[config.mk]
export PLATFORM = sky130hd
export DESIGN_NAME = doubly_linked_list_engine_unit
export DESIGN_NICKNAME = d
export VERILOG_FILES = /design/src/dlle_pkg.sv /design/src/dlle_node_mem.sv /design/src/doubly_linked_list_engine_unit.sv
export SDC_FILE = /design/constraint.sdc
export NUM_CORES = 2
export LEC_CHECK = 0
export ABC_AREA = 1
export BUFFER_PORTS_ARGS = -buffer_cell sky130_fd_sc_hd__buf_2
export CELL_PAD_IN_SITES_DETAIL_PLACEMENT = 1
export CELL_PAD_IN_SITES_GLOBAL_PLACEMENT = 1
export CORE_ASPECT_RATIO = 2
export CORE_UTILIZATION = 40
export CTS_BUF_LIST = sky130_fd_sc_hd__clkbuf_8
export DETAILED_ROUTE_END_ITERATION = 6
export PLACE_DENSITY_LB_ADDON = 0.1
export SYNTH_ARGS = -nofsm -noshare
export SYNTH_HDL_FRONTEND = slang
export SYNTH_SLANG_ARGS = --single-unit
[constraint.sdc]
create_clock -name clk -period 5.9 [get_ports clk]
set_input_delay 0.885 -clock clk [delete_from_list [all_inputs] [get_ports clk]]
set_output_delay 0.885 -clock clk [all_outputs]
set_load 0.02 [all_outputs]
[src/dlle_pkg.sv]
`default_nettype none

package dlle_pkg;

  // Number of list nodes held in the node memories.
  localparam int unsigned CAPACITY = 32;
  localparam int unsigned IDX_W    = $clog2(CAPACITY);
  localparam int unsigned PTR_W    = IDX_W + 1;
  localparam int unsigned VAL_W    = 32;

  typedef logic [IDX_W-1:0] idx_t;
  // A link is a node index with a null flag in its top bit.
  typedef logic [PTR_W-1:0] ptr_t;

  localparam ptr_t NIL_PTR = ptr_t'({1'b1, {IDX_W{1'b0}}});

  typedef enum logic [1:0] {
    FN_DISPLAY   = 2'd0,
    FN_INS_FRONT = 2'd1,
    FN_INS_BACK  = 2'd2,
    FN_DELETE    = 2'd3
  } func_t;

  typedef enum logic [1:0] {
    ST_OK        = 2'd0,
    ST_NOT_FOUND = 2'd1,
    ST_FULL      = 2'd2,
    ST_EMPTY     = 2'd3
  } status_t;

  typedef enum logic [2:0] {
    S_IDLE,
    S_WALK,
    S_INS_NODE,
    S_INS_LINK,
    S_UNLINK,
    S_RESP
  } state_t;

  // Write side of the node memories; each array has its own port.
  typedef struct packed {
    logic             val_we;
    idx_t             val_addr;
    logic [VAL_W-1:0] value;
    logic             fwd_we;
    idx_t             fwd_addr;
    ptr_t             fwd;
    logic             bwd_we;
    idx_t             bwd_addr;
    ptr_t             bwd;
  } node_wr_t;

  // Registered read data of one node.
  typedef struct packed {
    logic [VAL_W-1:0] value;
    ptr_t             fwd;
    ptr_t             bwd;
  } node_rd_t;

  function automatic logic is_node(input ptr_t p);
    return !p[IDX_W];
  endfunction

  // Lowest-numbered set bit of the free map.
  function automatic idx_t lowest_free(input logic [CAPACITY-1:0] m);
    idx_t r;
    r = '0;
    for (int i = CAPACITY - 1; i >= 0; i--) begin
      if (m[i]) begin
        r = idx_t'(i);
      end
    end
    return r;
  endfunction

endpackage

`default_nettype wire

[src/dlle_node_mem.sv]
`default_nettype none

module dlle_node_mem (
  input  wire                     clk,
  input  wire                     rd_en,
  input  wire dlle_pkg::idx_t     rd_addr,
  input  wire dlle_pkg::node_wr_t wr,
  output dlle_pkg::node_rd_t      rd
);

  logic [dlle_pkg::VAL_W-1:0] val_mem [dlle_pkg::CAPACITY];
  dlle_pkg::ptr_t             fwd_mem [dlle_pkg::CAPACITY];
  dlle_pkg::ptr_t             bwd_mem [dlle_pkg::CAPACITY];
  dlle_pkg::node_rd_t         rd_r;

  // One write port per array.
  always_ff @(posedge clk) begin
    if (wr.val_we) begin
      val_mem[wr.val_addr] <= wr.value;
    end
    if (wr.fwd_we) begin
      fwd_mem[wr.fwd_addr] <= wr.fwd;
    end
    if (wr.bwd_we) begin
      bwd_mem[wr.bwd_addr] <= wr.bwd;
    end
  end

  // Shared read address; the data register holds while no read is issued.
  always_ff @(posedge clk) begin
    if (rd_en) begin
      rd_r.value <= val_mem[rd_addr];
      rd_r.fwd   <= fwd_mem[rd_addr];
      rd_r.bwd   <= bwd_mem[rd_addr];
    end
  end

  assign rd = rd_r;

endmodule

`default_nettype wire

[src/doubly_linked_list_engine_unit.sv]
`default_nettype none

// Channel  Direction  tdata               tuser        tlast
// in       in         [31:0] item_value   [1:0] func   -
// out      out        [31:0] element_value [1:0] status last_result
//
// One request at a time. Insert writes the new node and then links it; a full list
// goes straight to its result. Display returns one result per element; delete walks
// to the match and unlinks it. A walk reads one node per cycle along forward links.
// Reset (rst_n low, synchronous) empties the list and frees every node.
// A stalled output pauses a display walk or a closing result; a new request is
// taken only once the previous one has placed its last result in the output register.

module doubly_linked_list_engine_unit (
  input  wire        clk,
  input  wire        rst_n,
  input  wire        in_tvalid,
  output logic       in_tready,
  input  wire [31:0] in_tdata,   // [31:0] item_value
  input  wire [1:0]  in_tuser,   // [1:0] func
  output logic       out_tvalid,
  input  wire        out_tready,
  output logic [31:0] out_tdata, // [31:0] element_value
  output logic [1:0] out_tuser,  // [1:0] status
  output logic       out_tlast
);

  dlle_pkg::state_t             state_r, state_nxt;
  dlle_pkg::func_t              func_r, func_nxt;
  logic [dlle_pkg::VAL_W-1:0]   val_r, val_nxt;
  dlle_pkg::idx_t               cur_r, cur_nxt;
  dlle_pkg::idx_t               cnt_r, cnt_nxt;
  dlle_pkg::idx_t               new_r, new_nxt;
  dlle_pkg::status_t            resp_st_r, resp_st_nxt;
  dlle_pkg::ptr_t               first_r, first_nxt;
  dlle_pkg::ptr_t               final_r, final_nxt;
  logic [dlle_pkg::CAPACITY-1:0] free_r, free_nxt;

  logic                         out_valid_r;
  logic [dlle_pkg::VAL_W-1:0]   out_data_r;
  dlle_pkg::status_t            out_st_r;
  logic                         out_last_r;

  logic                         emit;
  logic [dlle_pkg::VAL_W-1:0]   emit_val;
  dlle_pkg::status_t            emit_st;
  logic                         emit_last;
  logic                         out_free;
  logic                         in_acc;
  logic                         walk_end;

  logic                         rd_en;
  dlle_pkg::idx_t               rd_addr;
  dlle_pkg::node_wr_t           wr;
  dlle_pkg::node_rd_t           rd;

  dlle_node_mem u_mem (
    .clk     (clk),
    .rd_en   (rd_en),
    .rd_addr (rd_addr),
    .wr      (wr),
    .rd      (rd)
  );

  assign out_free = !out_valid_r || out_tready;
  assign in_acc   = in_tvalid && in_tready;
  // The walk stops at the tail or after CAPACITY nodes.
  assign walk_end = !dlle_pkg::is_node(rd.fwd) ||
                    (({1'b0, cnt_r} + 1'b1) == dlle_pkg::ptr_t'(dlle_pkg::CAPACITY));

  // State register and list pointers.
  always_ff @(posedge clk) begin
    if (!rst_n) begin
      state_r <= dlle_pkg::S_IDLE;
      first_r <= dlle_pkg::NIL_PTR;
      final_r <= dlle_pkg::NIL_PTR;
      free_r  <= '1;
    end else begin
      state_r <= state_nxt;
      first_r <= first_nxt;
      final_r <= final_nxt;
      free_r  <= free_nxt;
    end
  end

  // Request payload and walk position.
  always_ff @(posedge clk) begin
    func_r    <= func_nxt;
    val_r     <= val_nxt;
    cur_r     <= cur_nxt;
    cnt_r     <= cnt_nxt;
    new_r     <= new_nxt;
    resp_st_r <= resp_st_nxt;
  end

  // Sequencer: next state, memory accesses and result requests.
  always_comb begin
    state_nxt   = state_r;
    func_nxt    = func_r;
    val_nxt     = val_r;
    cur_nxt     = cur_r;
    cnt_nxt     = cnt_r;
    new_nxt     = new_r;
    resp_st_nxt = resp_st_r;
    first_nxt   = first_r;
    final_nxt   = final_r;
    free_nxt    = free_r;
    in_tready   = 1'b0;
    rd_en       = 1'b0;
    rd_addr     = cur_r;
    wr          = '0;
    wr.val_addr = new_r;
    wr.fwd_addr = new_r;
    wr.bwd_addr = new_r;
    wr.value    = val_r;
    emit        = 1'b0;
    emit_val    = rd.value;
    emit_st     = dlle_pkg::ST_OK;
    emit_last   = 1'b1;

    case (state_r)
      dlle_pkg::S_IDLE: begin
        in_tready = 1'b1;
        if (in_acc) begin
          func_nxt = dlle_pkg::func_t'(in_tuser);
          val_nxt  = in_tdata;
          cur_nxt  = first_r[dlle_pkg::IDX_W-1:0];
          cnt_nxt  = '0;
          new_nxt  = dlle_pkg::lowest_free(free_r);
          case (dlle_pkg::func_t'(in_tuser))
            dlle_pkg::FN_INS_FRONT, dlle_pkg::FN_INS_BACK: begin
              if (free_r == '0) begin
                resp_st_nxt = dlle_pkg::ST_FULL;
                state_nxt   = dlle_pkg::S_RESP;
              end else begin
                state_nxt = dlle_pkg::S_INS_NODE;
              end
            end
            default: begin
              // Display and delete walk from the head.
              if (dlle_pkg::is_node(first_r)) begin
                rd_en     = 1'b1;
                rd_addr   = first_r[dlle_pkg::IDX_W-1:0];
                state_nxt = dlle_pkg::S_WALK;
              end else begin
                resp_st_nxt = (dlle_pkg::func_t'(in_tuser) == dlle_pkg::FN_DISPLAY) ?
                              dlle_pkg::ST_EMPTY : dlle_pkg::ST_NOT_FOUND;
                state_nxt   = dlle_pkg::S_RESP;
              end
            end
          endcase
        end
      end

      dlle_pkg::S_WALK: begin
        if (func_r == dlle_pkg::FN_DISPLAY) begin
          // One element per cycle while the output register can take it.
          if (out_free) begin
            emit      = 1'b1;
            emit_last = walk_end;
            if (walk_end) begin
              state_nxt = dlle_pkg::S_IDLE;
            end else begin
              rd_en   = 1'b1;
              rd_addr = rd.fwd[dlle_pkg::IDX_W-1:0];
              cur_nxt = rd.fwd[dlle_pkg::IDX_W-1:0];
              cnt_nxt = cnt_r + 1'b1;
            end
          end
        end else if (rd.value == val_r) begin
          state_nxt = dlle_pkg::S_UNLINK;
        end else if (walk_end) begin
          resp_st_nxt = dlle_pkg::ST_NOT_FOUND;
          state_nxt   = dlle_pkg::S_RESP;
        end else begin
          rd_en   = 1'b1;
          rd_addr = rd.fwd[dlle_pkg::IDX_W-1:0];
          cur_nxt = rd.fwd[dlle_pkg::IDX_W-1:0];
          cnt_nxt = cnt_r + 1'b1;
        end
      end

      dlle_pkg::S_INS_NODE: begin
        // Fill the new node; its links point outward from the chosen end.
        wr.val_we = 1'b1;
        wr.fwd_we = 1'b1;
        wr.bwd_we = 1'b1;
        if (func_r == dlle_pkg::FN_INS_FRONT) begin
          wr.fwd = first_r;
          wr.bwd = dlle_pkg::NIL_PTR;
        end else begin
          wr.fwd = dlle_pkg::NIL_PTR;
          wr.bwd = final_r;
        end
        free_nxt[new_r] = 1'b0;
        state_nxt       = dlle_pkg::S_INS_LINK;
      end

      dlle_pkg::S_INS_LINK: begin
        // Link the old end node to the new node, which becomes the new end (or both ends).
        if (func_r == dlle_pkg::FN_INS_FRONT) begin
          if (dlle_pkg::is_node(first_r)) begin
            wr.bwd_we   = 1'b1;
            wr.bwd_addr = first_r[dlle_pkg::IDX_W-1:0];
            wr.bwd      = {1'b0, new_r};
          end else begin
            final_nxt = {1'b0, new_r};
          end
          first_nxt = {1'b0, new_r};
        end else begin
          if (dlle_pkg::is_node(final_r)) begin
            wr.fwd_we   = 1'b1;
            wr.fwd_addr = final_r[dlle_pkg::IDX_W-1:0];
            wr.fwd      = {1'b0, new_r};
          end else begin
            first_nxt = {1'b0, new_r};
          end
          final_nxt = {1'b0, new_r};
        end
        resp_st_nxt = dlle_pkg::ST_OK;
        state_nxt   = dlle_pkg::S_RESP;
      end

      dlle_pkg::S_UNLINK: begin
        // Bridge the neighbors of the matched node and free it.
        if (dlle_pkg::is_node(rd.bwd)) begin
          wr.fwd_we   = 1'b1;
          wr.fwd_addr = rd.bwd[dlle_pkg::IDX_W-1:0];
          wr.fwd      = rd.fwd;
        end else begin
          first_nxt = rd.fwd;
        end
        if (dlle_pkg::is_node(rd.fwd)) begin
          wr.bwd_we   = 1'b1;
          wr.bwd_addr = rd.fwd[dlle_pkg::IDX_W-1:0];
          wr.bwd      = rd.bwd;
        end else begin
          final_nxt = rd.bwd;
        end
        free_nxt[cur_r] = 1'b1;
        resp_st_nxt     = dlle_pkg::ST_OK;
        state_nxt       = dlle_pkg::S_RESP;
      end

      dlle_pkg::S_RESP: begin
        // Single closing result; an empty display reports zero.
        if (out_free) begin
          emit      = 1'b1;
          emit_st   = resp_st_r;
          emit_val  = (func_r == dlle_pkg::FN_DISPLAY) ? '0 : val_r;
          state_nxt = dlle_pkg::S_IDLE;
        end
      end

      default: begin
        state_nxt = dlle_pkg::S_IDLE;
      end
    endcase
  end

  // Output register.
  always_ff @(posedge clk) begin
    if (!rst_n) begin
      out_valid_r <= 1'b0;
    end else if (emit) begin
      out_valid_r <= 1'b1;
    end else if (out_tready) begin
      out_valid_r <= 1'b0;
    end
  end

  always_ff @(posedge clk) begin
    if (emit) begin
      out_data_r <= emit_val;
      out_st_r   <= emit_st;
      out_last_r <= emit_last;
    end
  end

  assign out_tvalid = out_valid_r;
  assign out_tdata  = out_data_r;
  assign out_tuser  = out_st_r;
  assign out_tlast  = out_last_r;

`ifndef SYNTHESIS
  // Head and tail pointers are null together.
  a_ends_agree: assert property (@(posedge clk) disable iff (!rst_n)
    first_r[dlle_pkg::IDX_W] == final_r[dlle_pkg::IDX_W])
    else $error("head and tail null flags disagree");

  // An empty list owns no node, except while an insert is being linked.
  a_empty_all_free: assert property (@(posedge clk) disable iff (!rst_n)
    (!dlle_pkg::is_node(first_r) && state_r != dlle_pkg::S_INS_LINK) |-> (free_r == '1))
    else $error("empty list with nodes in use");

  // Node memories are written only by the insert and unlink steps.
  a_write_states: assert property (@(posedge clk) disable iff (!rst_n)
    (wr.val_we || wr.fwd_we || wr.bwd_we) |->
    (state_r == dlle_pkg::S_INS_NODE || state_r == dlle_pkg::S_INS_LINK ||
     state_r == dlle_pkg::S_UNLINK))
    else $error("node memory written outside an update step");

  // A result is never loaded over one that has not been taken.
  a_no_overwrite: assert property (@(posedge clk) disable iff (!rst_n)
    (out_valid_r && !out_tready) |-> !emit)
    else $error("pending result overwritten");

  // A request is taken only after the previous one has closed with a last result.
  a_accept_after_last: assert property (@(posedge clk) disable iff (!rst_n)
    $past(emit) && !$past(emit_last) |-> !in_tready)
    else $error("request accepted in the middle of a display");
`endif

endmodule

`default_nettype wire
==> impl_metrics.json <==
{
  "yosysWarningCount": 0,
  "tritoncts": "built",
  "hold_viol_final": 0,
  "fmax_mhz": 202.8,
  "finalWeightedCongestion": 0.8585,
  "dieWidth_um": 294.1,
  "clk_latency_ns": 0.95,
  "netlist.area_leader.share_pct": 67.68,
  "rsz0062_at_grt": "no",
  "clkSinkCount": 1586,
  "track_usage_pct": 27.32,
  "dieHeight_um": 586.1,
  "hp-class": "in -> reg",
  "synth_area_um2": 68240,
  "die-area_um2": 172400,
  "drv_cap": 0,
  "wire_per_inst_um": 26.66,
  "totalWireLength_mm": 235.5,
  "globalRouteOverflowTotal": 0,
  "grt_start_max_net_pins": 154,
  "worstPathRequired_ns": 6.63,
  "place_hpwl_mm": 142.1,
  "whs_ns": 0.1309,
  "period_share_pct": 83.58,
  "core_area_um2": 169800,
  "setup_viol": 0,
  "cts_buffer_depth": 4,
  "clk_pin_slew_ns": 0.06,
  "worstSetupEndpointType": "flop",
  "drt-initial-drc-count": 2856,
  "area_delta_synth_final_pct": 12.68,
  "outcome": "completed",
  "dr.pass1.iters": 7,
  "fin_crit_ns": 4.931,
  "vias": 47000,
  "ys_seq_elements": 1586,
  "placedCellCount": 8413,
  "synth_area_per_cell_um2": 11.04,
  "final.setup.tns_ns": 0,
  "post_cts_buffers": 0,
  "cp.arrival_ns": 5.66,
  "synth_ff_type": "edfxtp_1",
  "stdcell_count": 8833,
  "synth_top_area_cell": "edfxtp_1",
  "skew_ns": 0.06229,
  "htree_num_levels": 4,
  "cts_resized": 0,
  "port_buffers": 74,
  "drc": 0,
  "post_synth_num_cell_types": 46,
  "cp_max_fo": 33,
  "worst_slew_pin_slew_ns": 1.139,
  "ys_seq_area_share_pct": 69.08,
  "synth_area_leaders": "edfxtp_1, nand2_1, nand3_1",
  "nets": 6422,
  "cts_hold_buf": 0,
  "viasPerCell": 5.321,
  "slew_violations": 0,
  "ant_nets": 0,
  "cp-start-kind": "flop",
  "drive_above_1_share_pct": 12.49,
  "cts_made_buffers": 235,
  "cts_root_buffer": "clkbuf_8",
  "initial_core_util_pct": 40.20,
  "async_reset_ff_share_pct": 0,
  "slew_headroom_pct": 24.09,
  "criticalPathCategory": "reg -> reg",
  "synthCells": 6180,
  "grt_pass1_vias": 49550,
  "fillers": 18390,
  "antenna_found_initial": 5,
  "grt_pass1_wl_mm": 337.7,
  "fp-row-count": 214,
  "pin_count": 75,
  "synth_nets": 6220,
  "synth_edf_count": 1538
}
cell families after synthesis:
group	after synthesis	share of synthesized area (%)
simple gates	2994	19.29
buf+inv	1127	6.842
xor+xnor	21	0.2695
fa+ha+maj	2	0.03666
flops	1586	69.08
compound gates	450	4.479
placed cells by master (no fill, tap or decap), types with 100 or more instances in the layout:
master / n
nand2_1: 1615
edfxtp_1: 1538
nand3_1: 922
inv_1: 852
o211ai_1: 257
clkbuf_8: 239
or2_2: 169
buf_4: 154
nor2_1: 125
o21ai_0: 100
critical path: stages, from the launching register on:
cell	delay, ns
edfxtp_1	0.37
buf_4	0.25
inv_1	0.22
o22ai_1	0.15
nor4_1	0.97
and3_1	0.29
nand2_1	0.18
nor2_1	0.19
inv_1	0.13
nand3_1	0.25
o21ai_0	0.12
a21oi_1	0.30
o22ai_4	0.14
inv_2	0.65
buf_12	0.26
nand2_1	0.07
nand2_1	0.12
sequential cells by signal, indices dropped and copies added, names as in the netlist:
| signal | count |
|---|---|
| u_mem.val_mem | 1024 |
| val_r | 32 |
| out_tvalid | 1 |
| u_mem.rd | 44 |
| out_tdata | 32 |
| out_tuser | 2 |
| u_mem.bwd_mem | 192 |
| resp_st_r | 2 |
| u_mem.fwd_mem | 192 |
| cur_r | 5 |
| out_tlast | 1 |
| new_r | 5 |
| final_r | 6 |
| cnt_r | 5 |
| free_r | 32 |
| first_r | 6 |
| func_r | 2 |
| state_r | 3 |
final cells by class:
class	instances	area (um^2)	area share, %
Inverter	801	3024	3.933
Clock inverter	179	1012	1.316
Timing Repair Buffer	291	2788	3.625
Sequential cell	1586	47150	61.31
Multi-Input combinational cell	3467	16800	21.84
Tap cell	2268	2838	3.690
Antenna cell	2	5.005	0.006508
Clock buffer	239	3289	4.278
cells in the mapped netlist (4+ instances only):
| cell | count |
|---|---|
| nand2_1 | 1616 |
| edfxtp_1 | 1538 |
| nand3_1 | 923 |
| inv_1 | 788 |
| o211ai_1 | 257 |
| or2_2 | 169 |
| buf_2 | 168 |
| nor2_1 | 158 |
| o21ai_0 | 102 |
| clkbuf_1 | 99 |
| or2_1 | 94 |
| dfxtp_1 | 48 |
| buf_4 | 35 |
| a21oi_1 | 30 |
| xnor2_1 | 20 |
| o22ai_1 | 17 |
| buf_6 | 13 |
| buf_1 | 11 |
| inv_2 | 9 |
| nor3_1 | 9 |
| nand4_1 | 7 |
| o31ai_1 | 7 |
| a31oi_1 | 6 |
| nor4_1 | 5 |
| o21ai_1 | 5 |
| clkinv_1 | 4 |
| o221ai_1 | 4 |
through the flow:
stage	instance area [um^2]	setup slack, ns	utilization (%)
floorplan	68240	0.6175	-
global placement	72590	1.102	42.76
detailed placement	72590	1.127	42.76
CTS	76900	1.046	45.30
global route	76900	0.8570	45.30
finish	76900	0.9689	45.30
metal layers:
metal	global-route usage, %	vias up	routed length (um)
met5	0	-	13
met4	13.37	2	12390
met3	2.787	502	8500
met2	51.55	1147	127100
met1	30.20	24000	87490
li1	-	21340	-
path summary, 6_finish.rpt:
check / slack, ns / endpoint / cells after the start / start
worst max register to register: 0.97 / u_mem.rd[5] / 16 / val_r[13]
worst min register to register: 0.46 / final_r[5] / 2 / final_r[5]
worst min-delay path: 0.13 / val_r[31] / 1 / in_tdata[31]
worst max-delay path: 0.97 / u_mem.rd[5] / 16 / val_r[13]
Power is not shown: default switching activity piles up to over one toggle a cycle in this logic, so the estimate is an artifact.
